===== config.mk =====
export PLATFORM = sky130hd
export DESIGN_NAME = stk500v2_frame_receiver
export DESIGN_NICKNAME = d
export VERILOG_FILES = /design/src/rtl/stk_pkg.sv /design/src/rtl/stk_front.sv /design/src/rtl/stk_queue.sv /design/src/rtl/stk500v2_frame_receiver.sv
export SDC_FILE = /design/constraint.sdc
export NUM_CORES = 1
export LEC_CHECK = 0
export ABC_AREA = 1
export BUFFER_PORTS_ARGS = -buffer_cell sky130_fd_sc_hd__buf_4
export CAP_MARGIN = 40
export CELL_PAD_IN_SITES_DETAIL_PLACEMENT = 0
export CELL_PAD_IN_SITES_GLOBAL_PLACEMENT = 1
export CORE_MARGIN = 1.5
export CORE_UTILIZATION = 48
export CTS_CLUSTER_DIAMETER = 30
export DETAILED_ROUTE_END_ITERATION = 8
export PLACE_DENSITY_LB_ADDON = 0.1
export SLEW_MARGIN = 40
export SYNTH_ARGS = -nofsm -noshare
export SYNTH_HDL_FRONTEND = slang
export SYNTH_SLANG_ARGS = --single-unit

===== constraint.sdc =====
create_clock -name clk_i -period 5.3 [get_ports clk_i]
set_clock_uncertainty 0.15 [all_clocks]
set_input_delay 0.795 -clock clk_i [delete_from_list [all_inputs] [get_ports clk_i]]
set_output_delay 0.795 -clock clk_i [all_outputs]
set_load 0.005 [all_outputs]

===== src/rtl/stk_pkg.sv =====
// Shared types and constants for the framed-message receiver.
// No dependencies; imported by every module of the block.
`timescale 1ns / 1ps

package stk_pkg;

  // Configuration register indexes
  localparam int unsigned CfgIdxW = 2;
  localparam logic [CfgIdxW-1:0] CFG_START_MARKER = 2'd0;
  localparam logic [CfgIdxW-1:0] CFG_TOKEN_MARKER = 2'd1;
  localparam logic [CfgIdxW-1:0] CFG_SEQ_CHECK    = 2'd2;
  localparam int unsigned CfgDataW = 8;

  // Register reset values
  localparam logic [7:0] START_MARKER_RST = 8'd27;
  localparam logic [7:0] TOKEN_MARKER_RST = 8'd14;
  localparam logic       SEQ_CHECK_RST    = 1'b1;

  // Result queue depth
  localparam int unsigned QueueDepth = 4;

  // Input commands
  localparam logic CMD_RX_BYTE    = 1'b0;
  localparam logic CMD_REPLY_SENT = 1'b1;

  typedef enum logic [1:0] {
    KIND_BODY    = 2'd0,
    KIND_ACCEPT  = 2'd1,
    KIND_BAD_SUM = 2'd2,
    KIND_DISCARD = 2'd3
  } kind_e;

  typedef struct packed {
    logic       command;
    logic [7:0] rx_byte;
  } in_word_t;

  typedef struct packed {
    kind_e       kind;
    logic [7:0]  data_byte;
    logic [15:0] byte_index;
    logic        last;
    logic [7:0]  seq_number;
    logic [15:0] msg_length;
  } out_word_t;

  typedef struct packed {
    logic [7:0] start_marker;
    logic [7:0] token_marker;
    logic       seq_check_enable;
  } cfg_t;

endpackage


===== src/rtl/stk_front.sv =====
// Front end: frame parser that classifies each accepted word into zero or
// one result word. Depends on stk_pkg.
`timescale 1ns / 1ps

module stk_front (
  input  logic              clk_i,
  input  logic              rst_ni,
  input  stk_pkg::cfg_t     cfg_i,
  input  logic              in_valid_i,
  input  stk_pkg::in_word_t in_word_i,
  output logic              ev_valid_o,
  output stk_pkg::out_word_t ev_word_o
);
  import stk_pkg::*;

  localparam logic [2:0] ST_WAIT   = 3'd0;
  localparam logic [2:0] ST_SEQ    = 3'd1;
  localparam logic [2:0] ST_LEN_HI = 3'd2;
  localparam logic [2:0] ST_LEN_LO = 3'd3;
  localparam logic [2:0] ST_TOKEN  = 3'd4;
  localparam logic [2:0] ST_BODY   = 3'd5;
  localparam logic [2:0] ST_CHECK  = 3'd6;

  logic [2:0]  state_q, state_d;
  logic [7:0]  xor_q, xor_d;
  logic [7:0]  exp_seq_q, exp_seq_d;
  logic [15:0] len_q, len_d;
  logic [15:0] cnt_q, cnt_d;

  logic [7:0]  c;
  logic [16:0] cnt_next;
  logic        is_last;

  assign c        = in_word_i.rx_byte;
  assign cnt_next = {1'b0, cnt_q} + 17'd1;
  assign is_last  = cnt_next >= {1'b0, len_q};

  always_comb begin
    state_d    = state_q;
    xor_d      = xor_q;
    exp_seq_d  = exp_seq_q;
    len_d      = len_q;
    cnt_d      = cnt_q;
    ev_valid_o = 1'b0;
    ev_word_o  = '{kind: KIND_BODY, data_byte: 8'd0, byte_index: 16'd0, last: 1'b0,
                   seq_number: exp_seq_q, msg_length: len_q};
    if (in_valid_i) begin
      if (in_word_i.command == CMD_REPLY_SENT) begin
        exp_seq_d = exp_seq_q + 8'd1;
      end else begin
        unique case (state_q)
          ST_SEQ: begin
            if (!cfg_i.seq_check_enable || c == 8'd1 || c == exp_seq_q) begin
              exp_seq_d = c;
              xor_d     = xor_q ^ c;
              state_d   = ST_LEN_HI;
            end else begin
              ev_valid_o           = 1'b1;
              ev_word_o.kind       = KIND_DISCARD;
              ev_word_o.seq_number = c;
              ev_word_o.msg_length = 16'd0;
              state_d              = ST_WAIT;
            end
          end
          ST_LEN_HI: begin
            len_d   = {c, 8'd0};
            xor_d   = xor_q ^ c;
            state_d = ST_LEN_LO;
          end
          ST_LEN_LO: begin
            len_d   = len_q | {8'd0, c};
            xor_d   = xor_q ^ c;
            state_d = ST_TOKEN;
          end
          ST_TOKEN: begin
            if (c == cfg_i.token_marker) begin
              xor_d   = xor_q ^ c;
              cnt_d   = 16'd0;
              state_d = ST_BODY;
            end else begin
              ev_valid_o     = 1'b1;
              ev_word_o.kind = KIND_DISCARD;
              state_d        = ST_WAIT;
            end
          end
          ST_BODY: begin
            xor_d                = xor_q ^ c;
            ev_valid_o           = 1'b1;
            ev_word_o.data_byte  = c;
            ev_word_o.byte_index = cnt_q;
            ev_word_o.last       = is_last;
            cnt_d                = cnt_next[15:0];
            if (is_last) begin
              state_d = ST_CHECK;
            end
          end
          ST_CHECK: begin
            ev_valid_o     = 1'b1;
            ev_word_o.kind = (c == xor_q) ? KIND_ACCEPT : KIND_BAD_SUM;
            state_d        = ST_WAIT;
          end
          default: begin
            // waiting for a start marker; unused codes land here too
            state_d = ST_WAIT;
            if (c == cfg_i.start_marker) begin
              xor_d   = cfg_i.start_marker;
              state_d = ST_SEQ;
            end
          end
        endcase
      end
    end
  end

  always_ff @(posedge clk_i or negedge rst_ni) begin
    if (!rst_ni) begin
      state_q   <= ST_WAIT;
      xor_q     <= 8'd0;
      exp_seq_q <= 8'd0;
      len_q     <= 16'd0;
      cnt_q     <= 16'd0;
    end else begin
      state_q   <= state_d;
      xor_q     <= xor_d;
      exp_seq_q <= exp_seq_d;
      len_q     <= len_d;
      cnt_q     <= cnt_d;
    end
  end

endmodule


===== src/rtl/stk_queue.sv =====
// Back end: result queue between the parser and the consumer.
// Depends on stk_pkg for the result word type.
`timescale 1ns / 1ps

module stk_queue #(
  parameter int unsigned Depth = stk_pkg::QueueDepth
) (
  input  logic               clk_i,
  input  logic               rst_ni,
  input  logic               wr_en_i,
  input  stk_pkg::out_word_t wr_word_i,
  input  logic               rd_en_i,
  output stk_pkg::out_word_t rd_word_o,
  output logic               full_o,
  output logic               empty_o
);
  import stk_pkg::*;

  localparam int unsigned PtrW = (Depth > 1) ? $clog2(Depth) : 1;
  localparam int unsigned CntW = $clog2(Depth + 1);
  localparam logic [PtrW-1:0] LastPtr = PtrW'(Depth - 1);

  out_word_t       mem_q [Depth];
  logic [PtrW-1:0] wr_ptr_q, wr_ptr_d;
  logic [PtrW-1:0] rd_ptr_q, rd_ptr_d;
  logic [CntW-1:0] cnt_q, cnt_d;

  assign full_o    = cnt_q == CntW'(Depth);
  assign empty_o   = cnt_q == '0;
  assign rd_word_o = mem_q[rd_ptr_q];

  always_comb begin
    wr_ptr_d = wr_ptr_q;
    rd_ptr_d = rd_ptr_q;
    cnt_d    = cnt_q;
    if (wr_en_i) begin
      wr_ptr_d = (wr_ptr_q == LastPtr) ? '0 : wr_ptr_q + PtrW'(1);
    end
    if (rd_en_i) begin
      rd_ptr_d = (rd_ptr_q == LastPtr) ? '0 : rd_ptr_q + PtrW'(1);
    end
    if (wr_en_i && !rd_en_i) begin
      cnt_d = cnt_q + CntW'(1);
    end else if (!wr_en_i && rd_en_i) begin
      cnt_d = cnt_q - CntW'(1);
    end
  end

  always_ff @(posedge clk_i) begin
    if (wr_en_i) begin
      mem_q[wr_ptr_q] <= wr_word_i;
    end
  end

  always_ff @(posedge clk_i or negedge rst_ni) begin
    if (!rst_ni) begin
      wr_ptr_q <= '0;
      rd_ptr_q <= '0;
      cnt_q    <= '0;
    end else begin
      wr_ptr_q <= wr_ptr_d;
      rd_ptr_q <= rd_ptr_d;
      cnt_q    <= cnt_d;
    end
  end

endmodule


===== src/rtl/stk500v2_frame_receiver.sv =====
// Top level of the framed-message receiver: config registers, parser front
// end and result queue. Depends on stk_pkg, stk_front and stk_queue.
//  - Input side looks like a queue: drive in_word_i and raise push; the word
//    is taken on a rising edge with push high and full low. A word is a
//    received byte (command 0) or a reply-sent note (command 1) that bumps
//    the expected sequence number.
//  - Result side looks like a queue: while empty is low the oldest result
//    word sits on out_word_o; raise pop to take it.
//  - Each accepted word yields zero or one result: a body byte with its
//    index and last mark, frame accepted, checksum mismatch, or discard.
//  - A result enters the queue on the edge that takes its input word and
//    shows on out_word_o once older results are popped. Throughput: one
//    word per cycle while full is low; the parser never stalls on its own.
//  - Stall: with pop held off, results collect in a QueueDepth-word queue;
//    while it is full, full is high and input waits. Full drops the cycle
//    after a pop frees a slot.
//  - Config: cfg_we_i writes cfg_wdata_i into register cfg_idx_i at once
//    (0 start, 1 token, 2 sequence check in bit 0). Write only while idle.
//  - Reset (rst_ni low, async): parser waits for a start marker, state
//    clears, queue empties, registers return to 27, 14 and 1.
`timescale 1ns / 1ps

module stk500v2_frame_receiver #(
  parameter int unsigned QueueDepth = stk_pkg::QueueDepth
) (
  input  logic                          clk_i,
  input  logic                          rst_ni,
  // input channel
  input  logic                          push,
  output logic                          full,
  input  stk_pkg::in_word_t             in_word_i,
  // result channel
  output logic                          empty,
  input  logic                          pop,
  output stk_pkg::out_word_t            out_word_o,
  // configuration writes
  input  logic                          cfg_we_i,
  input  logic [stk_pkg::CfgIdxW-1:0]   cfg_idx_i,
  input  logic [stk_pkg::CfgDataW-1:0]  cfg_wdata_i
);
  import stk_pkg::*;

  cfg_t      cfg_q;
  logic      in_take;
  logic      ev_valid;
  out_word_t ev_word;
  logic      q_full;
  logic      q_empty;

  // config registers; unknown indexes are ignored
  always_ff @(posedge clk_i or negedge rst_ni) begin
    if (!rst_ni) begin
      cfg_q.start_marker     <= START_MARKER_RST;
      cfg_q.token_marker     <= TOKEN_MARKER_RST;
      cfg_q.seq_check_enable <= SEQ_CHECK_RST;
    end else if (cfg_we_i) begin
      unique case (cfg_idx_i)
        CFG_START_MARKER: cfg_q.start_marker     <= cfg_wdata_i;
        CFG_TOKEN_MARKER: cfg_q.token_marker     <= cfg_wdata_i;
        CFG_SEQ_CHECK:    cfg_q.seq_check_enable <= cfg_wdata_i[0];
        default: ;
      endcase
    end
  end

  assign in_take = push && !q_full;

  // parser: classifies each taken word in the same cycle
  stk_front u_front (
    .clk_i      (clk_i),
    .rst_ni     (rst_ni),
    .cfg_i      (cfg_q),
    .in_valid_i (in_take),
    .in_word_i  (in_word_i),
    .ev_valid_o (ev_valid),
    .ev_word_o  (ev_word)
  );

  // result queue decouples the parser from the consumer
  stk_queue #(
    .Depth (QueueDepth)
  ) u_queue (
    .clk_i     (clk_i),
    .rst_ni    (rst_ni),
    .wr_en_i   (ev_valid),
    .wr_word_i (ev_word),
    .rd_en_i   (pop && !q_empty),
    .rd_word_o (out_word_o),
    .full_o    (q_full),
    .empty_o   (q_empty)
  );

  assign full  = q_full;
  assign empty = q_empty;

endmodule

==> results of run 1 <==
-- logic make-up (layout without fill, tap and decap cells) --
kind of cell	count (synthesis)	after routing	share of synthesized area, %
fa+ha+maj	25	25	2.52
simple gates	481	481	15.5
buf+inv	186	310	5.82
xor+xnor	37	37	2.55
mux	1	1	0.0887
flops	279	279	63.1
compound gates	249	249	10.4
-- metal layers --
| metal | up-vias | wire length [um] | share of wire, % |
|---|---|---|---|
| met4 | 0 | 584 | 2.0 |
| met5 | - | 0 | 0 |
| met2 | 222 | 13400 | 46 |
| li1 | 4412 | - | - |
| met1 | 4250 | 13900 | 48 |
| met3 | 48 | 1380 | 4.7 |
-- area by class of cell --
| type | instances | area share, % |
|---|---|---|
| clock buffers | 56 | 8.62 |
| clock inverters | 39 | 2.99 |
| multi-input cells | 793 | 25.9 |
| flip-flops and latches | 279 | 52.1 |
| well taps | 335 | 2.73 |
| repair buffers | 87 | 4.48 |
| inverters | 128 | 3.13 |
-- worst max-delay path, delay by kind of cell, from the launching register on --
family	cells	cell delay, ns
buffers and inverters	3	1.22
AO/OA/AOI/OAI	2	0.44
flip-flops	1	0.41
-- path summary, 6_finish.rpt --
check	from	end	slack, ns	depth (start not counted)
setup reg to reg	u_front.cnt_q[0]	u_queue.mem_q[2][24]	2.12	19
min in group clk_i	cfg_q[0]	cfg_q[0]	0.33	2
hold / removal	rst_ni	cfg_q[5]	0.14	1
setup / recovery	u_queue.rd_ptr_q[0]	out_word_o[22]	1.72	5
max in group asynchronous	rst_ni	u_queue.rd_ptr_q[0]	4.31	1
hold reg to reg	cfg_q[0]	cfg_q[0]	0.33	2
-- registers in the layout, indices dropped and copies added (netlist names) --
signal             cells
u_front.xor_q          8
u_queue.wr_ptr_q       2
u_queue.cnt_q          3
u_front.cnt_q         16
cfg_q                 17
u_queue.mem_q        204
u_front.state_q        3
u_front.len_q         16
u_front.exp_seq_q      8
u_queue.rd_ptr_q       2
-- cells in the final DEF, fill, tap and decap left out, types with 2 or more instances in the layout --
cell / count
a21oi_1: 17
buf_4: 83
buf_6: 2
bufinv_16: 6
clkbuf_1: 2
clkbuf_16: 51
clkbuf_8: 3
clkinv_1: 3
clkinv_2: 4
clkinv_4: 4
clkinv_8: 3
clkinvlp_4: 8
dfrtp_1: 66
dfstp_2: 8
edfxtp_1: 204
ha_1: 24
inv_1: 111
inv_2: 17
inv_6: 8
inv_8: 3
nand2_1: 238
nand2_2: 3
nand3_1: 33
nand3_2: 4
nand4_1: 5
nor2_1: 173
nor2_2: 6
nor2_4: 8
nor3_1: 4
o21ai_0: 140
o21ai_1: 36
o22ai_1: 51
o31ai_1: 3
xnor2_1: 23
xor2_1: 14
-- power by group through the flow --
stage | Clock, W | Sequential [W] | Combinational [W]
floorplan | 0 | 0.00281 | 0.00145
global placement | 0 | 0.00289 | 0.00232
detailed placement | 0 | 0.00288 | 0.00235
CTS | 0.00331 | 0.00285 | 0.00236
global route | 0.00343 | 0.00287 | 0.00263
finish | 0.00327 | 0.00285 | 0.00233
-- per-stage QoR --
stage	instance area, um^2	cells	setup slack, ns	hold slack [ns]
floorplan	12700	1258	0.837	0.309
global placement	13500	1620	1.75	0.326
detailed placement	13600	1621	1.75	0.330
CTS	15400	1716	1.71	0.164
global route	15400	1717	1.54	0.191
finish	15400	1717	1.72	0.144
==> out/summary.txt, run 1 <==
total CTS buffers -> 51
H-Tree Depth -> 2
Synth Flop Type -> edfxtp_1
area leader, netlist -> edfxtp_1
Reg power frac -> 33.7%
Clock Tree Buf Depth -> 3
Seq/Total Area, Yosys -> 63.1%
critical path, cell by cell -> inv_2 -> buf_4 -> o21ai_0 -> o22ai_1 -> buf_4
post-cts hold buffer count -> 0
Syn Area/Cell -> 10.1 um^2
vias in the first global route -> 8616
multi-input logic area -> 3990 um^2
Post-CTS Repair Setup Buffers -> 0
Setup TNS -> 0 ns
CTS Root Cell -> clkbuf_16
CP Data Required Time -> 4.36 ns
DR iter-0 viols -> 641
initial antenna violation count -> 0
Max-Slew Margin vs Limit -> 46.5%
post-synth top area share -> 48.2%
outcome -> complete, no violations
HPWL Detailed -> 18.9 mm
Die Y -> 166 um
Worst EP arrival -> 2.63 ns
Worst Hold Class -> input pin to asynchronous set/reset pin
VDD IR max -> 0.344 mV
grt met3 use -> 3.32%
Tmin final -> 3.58 ns
max-slew violations -> 0
Initial DRT Pass Iterations -> 5
Synth Instances -> 1258
PwrDens -> 549 nW/um^2
Post-synth EDFFs -> 204
FF/Latch Area -> 8010 um^2
Max-cap violations -> 0
largest fanout on the critical path -> 74
Ant. Diodes -> 0
period utilization -> 67.5%
count leader, synth -> nand2_1
Residual DRC -> 0
die footprint -> 27400 um^2
WL final -> 29.2 mm
most frequent CP cell -> buf_4
initial cell density of the core -> 48.9%
FILL cells -> 2211
Net Sw Frac -> 32.6%
most used routing layer -> met2
post-cts sizing count -> 0
largest net degree at the start of global routing -> 105
logic gate share of total power -> 27.6%
DR WL/cell -> 17.0 um
Achievable Freq -> 280 MHz
number of routed nets with antenna violations -> 0
RSZ-0062 raised after global routing -> no
die width -> 166 um
ratio of cells with drive above 1 in the final layout -> 16.6%
clock power share -> 38.7%
number of synthesized register bits -> 279
Final Wtd Congestion -> 0.829
Mapped Area -> 12700 um^2
CP Capture Type -> output pin
final net count -> 1389
share of flip-flops with an asynchronous set or reset -> 26.9%
area grow syn2layout -> 21.0%
io pins -> 77
met1 Resource Use GR -> 31.4%
first-pass GRT wire length -> 47.1 mm
IO Port Bufs -> 76
Power, Total -> 0.00844 W
worst-margin pin slew -> 0.803 ns
drt via density -> 5.20
row count -> 59
leakage power -> 6.34 nW
Clock Latency Late Sink -> 0.55 ns
Psw -> 0.00275 W
Num Clock Sinks -> 279
Syn. warnings -> 0
Core Util, Final -> 59.2%
CTS clk-pin slew, worst paths -> 0.05 ns
met2 track demand over resource -> 34.4%
Syn Nets -> 1307
CTS tree -> done
setup violators final -> 0
most frequent cells after synthesis -> nand2_1, edfxtp_1, nor2_1
Total GRT Usage -> 21.7%
CORE AREA -> 26000 um^2
Worst path max stage delay -> 0.68 ns
grt total ovfl -> 0
ranking of synthesized cells by area -> edfxtp_1, dfrtp_1, nand2_1
Worst Setup Path Type -> flip-flop to output pin
final hold violations -> 0
Critical Path Start Type -> flip-flop
Worst path slowest cell -> buf_4
Pint -> 0.00569 W
DR vias -> 8932
Netlist cell types -> 37
Power figures use the tool's default switching activity.
==> run 2, diff against run 1 <==
Settings changed: ABC_AREA 1 to 0, CORE_UTILIZATION 48 to 50.
Clock period 5.3 ns to 3.7 ns, I/O delays scaled along.
==> run 2 against run 1 <==
  * Sequential power grew 55%
  * Clock power grew 44%
  * Synthesized area fell by 3.7%
  * Global-route usage is 0.18 points lower
  * Routed wire length shrank 8.9%
==> out/summary.txt, run 2 <==
outcome -> complete, no violations
CP Data Required Time -> 3.80 ns (-0.56 ns)
final hold violations -> 0 (unchanged)
Worst Hold Depth -> 2
Syn Nets -> 843 (-36%)
CP delay by family, top -> simple AND/OR/NAND/NOR gates
reg2reg end -> u_queue.mem_q[3][24]
CORE AREA -> 24200 um^2 (-7.0%)
Reg2Reg Launch Point -> u_front.cnt_q[4]
count leader, synth -> edfxtp_1
CP bufs+invs -> 1 (-2)
number of routed nets with antenna violations -> 0 (unchanged)
Max-cap violations -> 0 (unchanged)
share of flip-flops with an asynchronous set or reset -> 26.9% (unchanged)
Synth Instances -> 794 (-37%)
Worst EP arrival -> 3.58 ns (+0.95 ns)
initial cell density of the core -> 50.6% (+1.7 points)
Mapped Area -> 12200 um^2 (-3.7%)
most frequent cells after synthesis -> edfxtp_1, dfrtp_1, a21oi_1
Largest regs -> u_queue.mem_q (204), cfg_q (17)
Total GRT Usage -> 21.6% (-0.18 points)
RSZ-0062 raised after global routing -> no
Critical Path Start Type -> flip-flop
Max-Slew Margin vs Limit -> 52.4% (+6.0 points)
Num Clock Sinks -> 279 (unchanged)
period utilization -> 94.1%
Worst Hold Class -> input pin to flip-flop
most frequent cells in the layout -> edfxtp_1, buf_4, dfrtp_1, a21oi_1
die footprint -> 25400 um^2 (-7.4%)
Seq/Total Area, Yosys -> 65.5% (+2.4 points)
largest net degree at the start of global routing -> 76 (-28%)
io pins -> 77 (unchanged)
post-synth top area share -> 50.1% (+1.8 points)
Die Y -> 159 um (-3.8%)
Syn. warnings -> 0 (unchanged)
setup violators final -> 0 (unchanged)
WL final -> 26.6 mm (-8.9%)
Ant. Diodes -> 0 (unchanged)
area grow syn2layout -> 23.3%
multi-input logic area -> 3950 um^2 (-0.88%)
Clock Tree Buf Depth -> 3 (unchanged)
worst setup path startpoint -> u_front.cnt_q[4]
leakage power -> 5.63 nW (-11%)
IO Port Bufs -> 76 (unchanged)
Biggest register -> u_queue.mem_q
Syn Area/Cell -> 15.4 um^2 (+53%)
first-pass GRT wire length -> 42.3 mm (-10%)
die width -> 159 um (-3.8%)
Initial DRT Pass Iterations -> 4 (-1)
DR vias -> 7198 (-19%)
Netlist cell types -> 52 (+41%)
ratio of cells with drive above 1 in the final layout -> 30.8% (+14 points)
worst-margin pin slew -> 0.714 ns (-0.0893 ns)
Reg2Reg Depth -> 12 (-7)
drt via density -> 5.67 (+9.0%)
row count -> 57 (-3.4%)
Worst path max stage delay -> 0.44 ns (-0.24 ns)
CTS Root Cell -> clkbuf_16
Worst path slowest cell -> or3_1
number of synthesized register bits -> 279 (unchanged)
CTS clk-pin slew, worst paths -> 0.05 ns (about the same)
placed cells -> 1172 (-28%)
Synth Flop Type -> edfxtp_1
post-placement setup slack -> 0.238 ns (-1.52 ns)
final worst slack -> 0.218 ns (-1.51 ns)
CP Capture Type -> flip-flop
H-Tree Depth -> 2 (unchanged)
Residual DRC -> 0 (unchanged)
grt total ovfl -> 0 (unchanged)
DR iter-0 viols -> 458 (-29%)
commonest non-fill, non-tap cell in the layout -> edfxtp_1
r2r setup slk -> 0.22 ns (-1.90 ns)
FF/Latch Area -> 8020 um^2 (about the same)
Largest register FFs -> 204 (unchanged)
Tmin final -> 3.48 ns
vias in the first global route -> 7497 (-13%)
Post-synth EDFFs -> 204 (unchanged)
VDD IR max -> 0.509 mV (+48%)
max-slew violations -> 0 (unchanged)
largest fanout on the critical path -> 5 (-93%)
Critical Path Stages -> 12 (+7)
Clock Latency Late Sink -> 0.54 ns (about the same)
initial antenna violation count -> 0 (unchanged)
critical path, cell by cell -> nand3_1 -> or3_1 -> nor3_1 -> and3_1 -> xor2_1 -> ha_1 -> nand3_1 -> nor2_1 -> a221o_1 -> nor4_1 -> buf_4 -> nor2_1
total CTS buffers -> 50 (-2.0%)
DR WL/cell -> 21.0 um (+23%)
Worst setup endpoint -> u_queue.mem_q[3][24]
Worst Setup Path Type -> flip-flop to flip-flop
Final Wtd Congestion -> 0.851 (+2.6%)
final net count -> 952 (-31%)
fin cells -> 1269 (-26%)
Setup TNS -> 0 ns (unchanged)
FILL cells -> 1764 (-20%)
Achievable Freq -> 287 MHz
CTS tree -> done
HPWL Detailed -> 17.5 mm (-7.4%)
post-cts sizing count -> 0 (unchanged)
area leader, netlist -> edfxtp_1
ranking of synthesized cells by area -> edfxtp_1, dfrtp_1, mux4_2
PwrDens -> 788 nW/um^2 (+43%)
## run 2: cell count changes after synthesis, moves of 28 or more
| cell | before | now |
|---|---|---|
| a21oi_1 | 17 | 52 |
| o21ai_0 | 140 | 33 |
| o21ai_1 | 36 | 0 |
| mux2_2 | 1 | 29 |
| inv_1 | 112 | 24 |
| o22ai_1 | 51 | 0 |
| nor2_1 | 178 | 25 |
| nand2_1 | 238 | 30 |
| mux4_2 | 0 | 51 |
## run 2: layout make-up
type                       instances  area share [%]
clock buffer                      66            9.30
inverter                          24           0.597
clock inverter                    28            2.60
sequential                       279            53.2
timing repair buffer             100            5.45
tap                              324            2.69
multi-input combinational        448            26.2
## run 2: how the worst min path moves through the flow
stage	from	to	slack, ns
4_1_cts	cfg_wdata_i[4]	cfg_q[13]	0.09
3_5_place_dp	u_queue.cnt_q[2]	u_queue.cnt_q[2]	0.35
5_1_grt	cfg_wdata_i[4]	cfg_q[13]	0.09
6_report	cfg_wdata_i[4]	cfg_q[5]	0.11
2_1_floorplan	rst_ni	cfg_q[11]	0.11
3_3_place_gp	u_queue.cnt_q[2]	u_queue.cnt_q[2]	0.33
## run 2: power breakdown
part	switching [W]	leakage, nW	internal (W)
combinational	0.00132	2.04	0.00143
sequential	0.000431	2.73	0.00400
clock	0.00153	0.863	0.00317
total	0.00328	5.63	0.00860
## run 2: metrics by stage
stage | cell area (um^2) | hold WS (ns) | utilization, % | power (W)
2_1_floorplan | 12200 | 0.109 | - | 0.00606
3_3_place_gp | 13200 | 0.333 | 54.7 | 0.00717
3_5_place_dp | 13200 | 0.351 | 54.8 | 0.00727
4_1_cts | 15000 | 0.0888 | 62.2 | 0.0120
5_1_grt | 15100 | 0.0865 | 62.4 | 0.0124
6_report | 15100 | 0.105 | 62.4 | 0.0119
## run 2: cell families after synthesis
family / Yosys count / share of synthesized area, %
compound gates: 133 / 7.00
buf+inv: 67 / 2.31
fa+ha+maj: 25 / 2.62
flops: 279 / 65.5
simple gates: 160 / 6.94
mux: 81 / 12.1
xor+xnor: 49 / 3.51
## run 2: metal layers
metal | GRT usage, % | part of all wire [%] | vias to the layer above | wire [um]
li1 | - | - | 3261 | -
met1 | 31.0 | 46 | 3704 | 12300
met2 | 34.3 | 48 | 193 | 12700
met3 | 3.67 | 4.5 | 40 | 1200
met4 | 6.09 | 1.8 | 0 | 481
met5 | 0 | 0 | - | 0
## run 2: repair_timing
action | CTS | global route
buffers inserted | 0 | 1
endpoints found under the hold margin | 67 | 0
hold buffers | 1 | 0
setup endpoints to repair | 0 | 1
==> run 3, diff against run 2 <==
Settings changed: CORE_UTILIZATION 50 to 40.
==> run 3 against run 2 <==
  * Count of clock-buffer cells in the layout rose by 4
  * Cell count rose by 7.7%
  * Global-route usage fell by 2.8 points
  * Sequential cell count did not move
  * Core utilization fell by 11 points
  * Critical path depth did not move
  * Sequential power barely moved
  * Final area rose by 2.0%
  * Clock power rose by 2%
  * Critical path type unchanged
  * Critical endpoint unchanged
==> out/summary.txt, run 3 (same netlist as run 2, synthesis figures left out) <==
clock power share -> 39.8% (+0.3 points)
commonest non-fill, non-tap cell in the layout -> edfxtp_1
Largest regs -> u_queue.mem_q (204), cfg_q (17)
final hold violations -> 0 (unchanged)
final worst slack -> 0.203 ns (-0.0154 ns)
Worst EP arrival -> 3.62 ns (+0.04 ns)
grt total ovfl -> 0 (unchanged)
initial antenna violation count -> 0 (unchanged)
Core Util, Final -> 51.5% (-11 points)
Biggest register -> u_queue.mem_q
total CTS buffers -> 59 (+18%)
Net Sw Frac -> 28.4% (+0.75 points)
setup violators final -> 0 (unchanged)
Initial DRT Pass Iterations -> 5 (+1)
Clock Latency Late Sink -> 0.56 ns (+0.02 ns)
die footprint -> 31700 um^2 (+25%)
ratio of cells with drive above 1 in the final layout -> 32.9% (+2.1 points)
row count -> 63 (+11%)
post-placement setup slack -> -0.104 ns (-0.342 ns)
largest net degree at the start of global routing -> 76 (unchanged)
drt via density -> 5.29 (-6.7%)
Worst Setup Path Type -> flip-flop to flip-flop
Total GRT Usage -> 18.8% (-2.8 points)
max-slew violations -> 0 (unchanged)
largest fanout on the critical path -> 5 (unchanged)
leakage power -> 5.76 nW (+2.3%)
WL final -> 28.5 mm (+7.2%)
Achievable Freq -> 286 MHz (-0.44%)
CTS Root Cell -> clkbuf_16
DR iter-0 viols -> 469 (+2.4%)
placed cells -> 1254 (+7.0%)
most frequent cells in the layout -> edfxtp_1, buf_4, dfrtp_1, clkbuf_16, a21oi_1
initial cell density of the core -> 41.0% (-9.7 points)
fin cells -> 1367 (+7.7%)
Max-Slew Margin vs Limit -> 51.8% (-0.63 points)
Hold WS -> 0.0922 ns (-0.0128 ns)
Largest register FFs -> 204 (unchanged)
Worst Hold Class -> input pin to flip-flop
worst-margin pin slew -> 0.723 ns (+0.00951 ns)
HPWL Detailed -> 19.3 mm (+10%)
Max-cap violations -> 0 (unchanged)
RSZ-0062 raised after global routing -> no
Reg power frac -> 36.6% (-0.7 points)
CORE AREA -> 29900 um^2 (+24%)
Tmin final -> 3.50 ns (+0.0154 ns)
Psw -> 0.00342 W (+4.4%)
CP Capture Type -> flip-flop
IO Port Bufs -> 76 (unchanged)
CP Data Required Time -> 3.82 ns (+0.02 ns)
Residual DRC -> 0 (unchanged)
DR vias -> 7238 (+0.56%)
Clock Tree Buf Depth -> 3 (unchanged)
period utilization -> 94.5% (+0.42 points)
die width -> 178 um (+12%)
CTS clk-pin slew, worst paths -> 0.05 ns (about the same)
area grow syn2layout -> 25.7%
outcome -> complete, no violations
Final Wtd Congestion -> 0.830 (-2.4%)
PwrDens -> 785 nW/um^2 (-0.35%)
Num Clock Sinks -> 279 (unchanged)
Ant. Diodes -> 0 (unchanged)
H-Tree Depth -> 2 (unchanged)
Critical Path Start Type -> flip-flop
number of routed nets with antenna violations -> 0 (unchanged)
Setup TNS -> 0 ns (unchanged)
vias in the first global route -> 7708 (+2.8%)
Die Y -> 178 um (+12%)
VDD IR max -> 0.496 mV (-2.7%)
DR WL/cell -> 20.9 um (-0.51%)
CTS tree -> done
Pint -> 0.00865 W (+0.60%)
final net count -> 977 (+2.6%)
io pins -> 77 (unchanged)
first-pass GRT wire length -> 44.2 mm (+4.7%)
logic gate share of total power -> 23.6% (+0.5 points)
-- run 3: through the flow --
step	instance area [um^2]	power (W)
after floorplan	12200	0.00606
after global placement	13500	0.00731
after detailed placement	13500	0.00738
after CTS	15300	0.0122
after global routing	15400	0.0127
final	15400	0.0121
-- run 3: layout make-up --
class	count	area, um^2
Timing Repair Buffer	116	938
Tap cell	390	488
Clock inverter	40	340
Multi-Input combinational cell	448	3970
Clock buffer	70	1540
Sequential cell	279	8020
Fill cell	2518	14500
Inverter	24	90.1
-- run 3: power groups by stage --
stage | registers, W | clock network [W] | logic, W
floorplan | 0.00425 | 0 | 0.00180
global placement | 0.00446 | 0 | 0.00284
detailed placement | 0.00449 | 0 | 0.00289
CTS | 0.00443 | 0.00489 | 0.00291
global route | 0.00449 | 0.00505 | 0.00313
finish | 0.00442 | 0.00481 | 0.00285
-- run 3: worst max-delay path: stages (launching register included) --
cell and delay (ns):
dfrtp_1 0.42, nand3_1 0.15, or3_1 0.47, nor3_1 0.23, and3_1 0.23, xor2_1 0.19, ha_1 0.27, nand3_1 0.13
nor2_1 0.06, a221o_1 0.32, nor4_2 0.31, buf_4 0.20, nor2_1 0.07
-- run 3: final timing paths --
kind | end | depth (start not counted) | start | slack [ns]
min | cfg_q[7] | 2 | cfg_wdata_i[6] | 0.09
min in group asynchronous | cfg_q[7] | 2 | rst_ni | 0.46
max | u_queue.mem_q[3][24] | 12 | u_front.cnt_q[4] | 0.20
max in group asynchronous | u_queue.rd_ptr_q[0] | 2 | rst_ni | 2.38
min reg2reg | u_front.len_q[3] | 2 | u_front.len_q[3] | 0.35
max reg2reg | u_queue.mem_q[3][24] | 12 | u_front.cnt_q[4] | 0.20
-- run 3: timing repair --
action                                 4_1_cts  5_1_grt
setup endpoints to repair                    0        4
setup buffers                                0        0
gates resized for setup                      0        4
hold buffers                                 1        0
endpoints found under the hold margin       67        0
-- run 3: layer usage --
metal,share of wire [%],vias up,GRT usage [%]
met3,4.0,34,3.90
met4,1.4,0,4.87
li1,-,3339,-
met2,48,164,30.5
met5,0,-,0
met1,46,3701,25.6
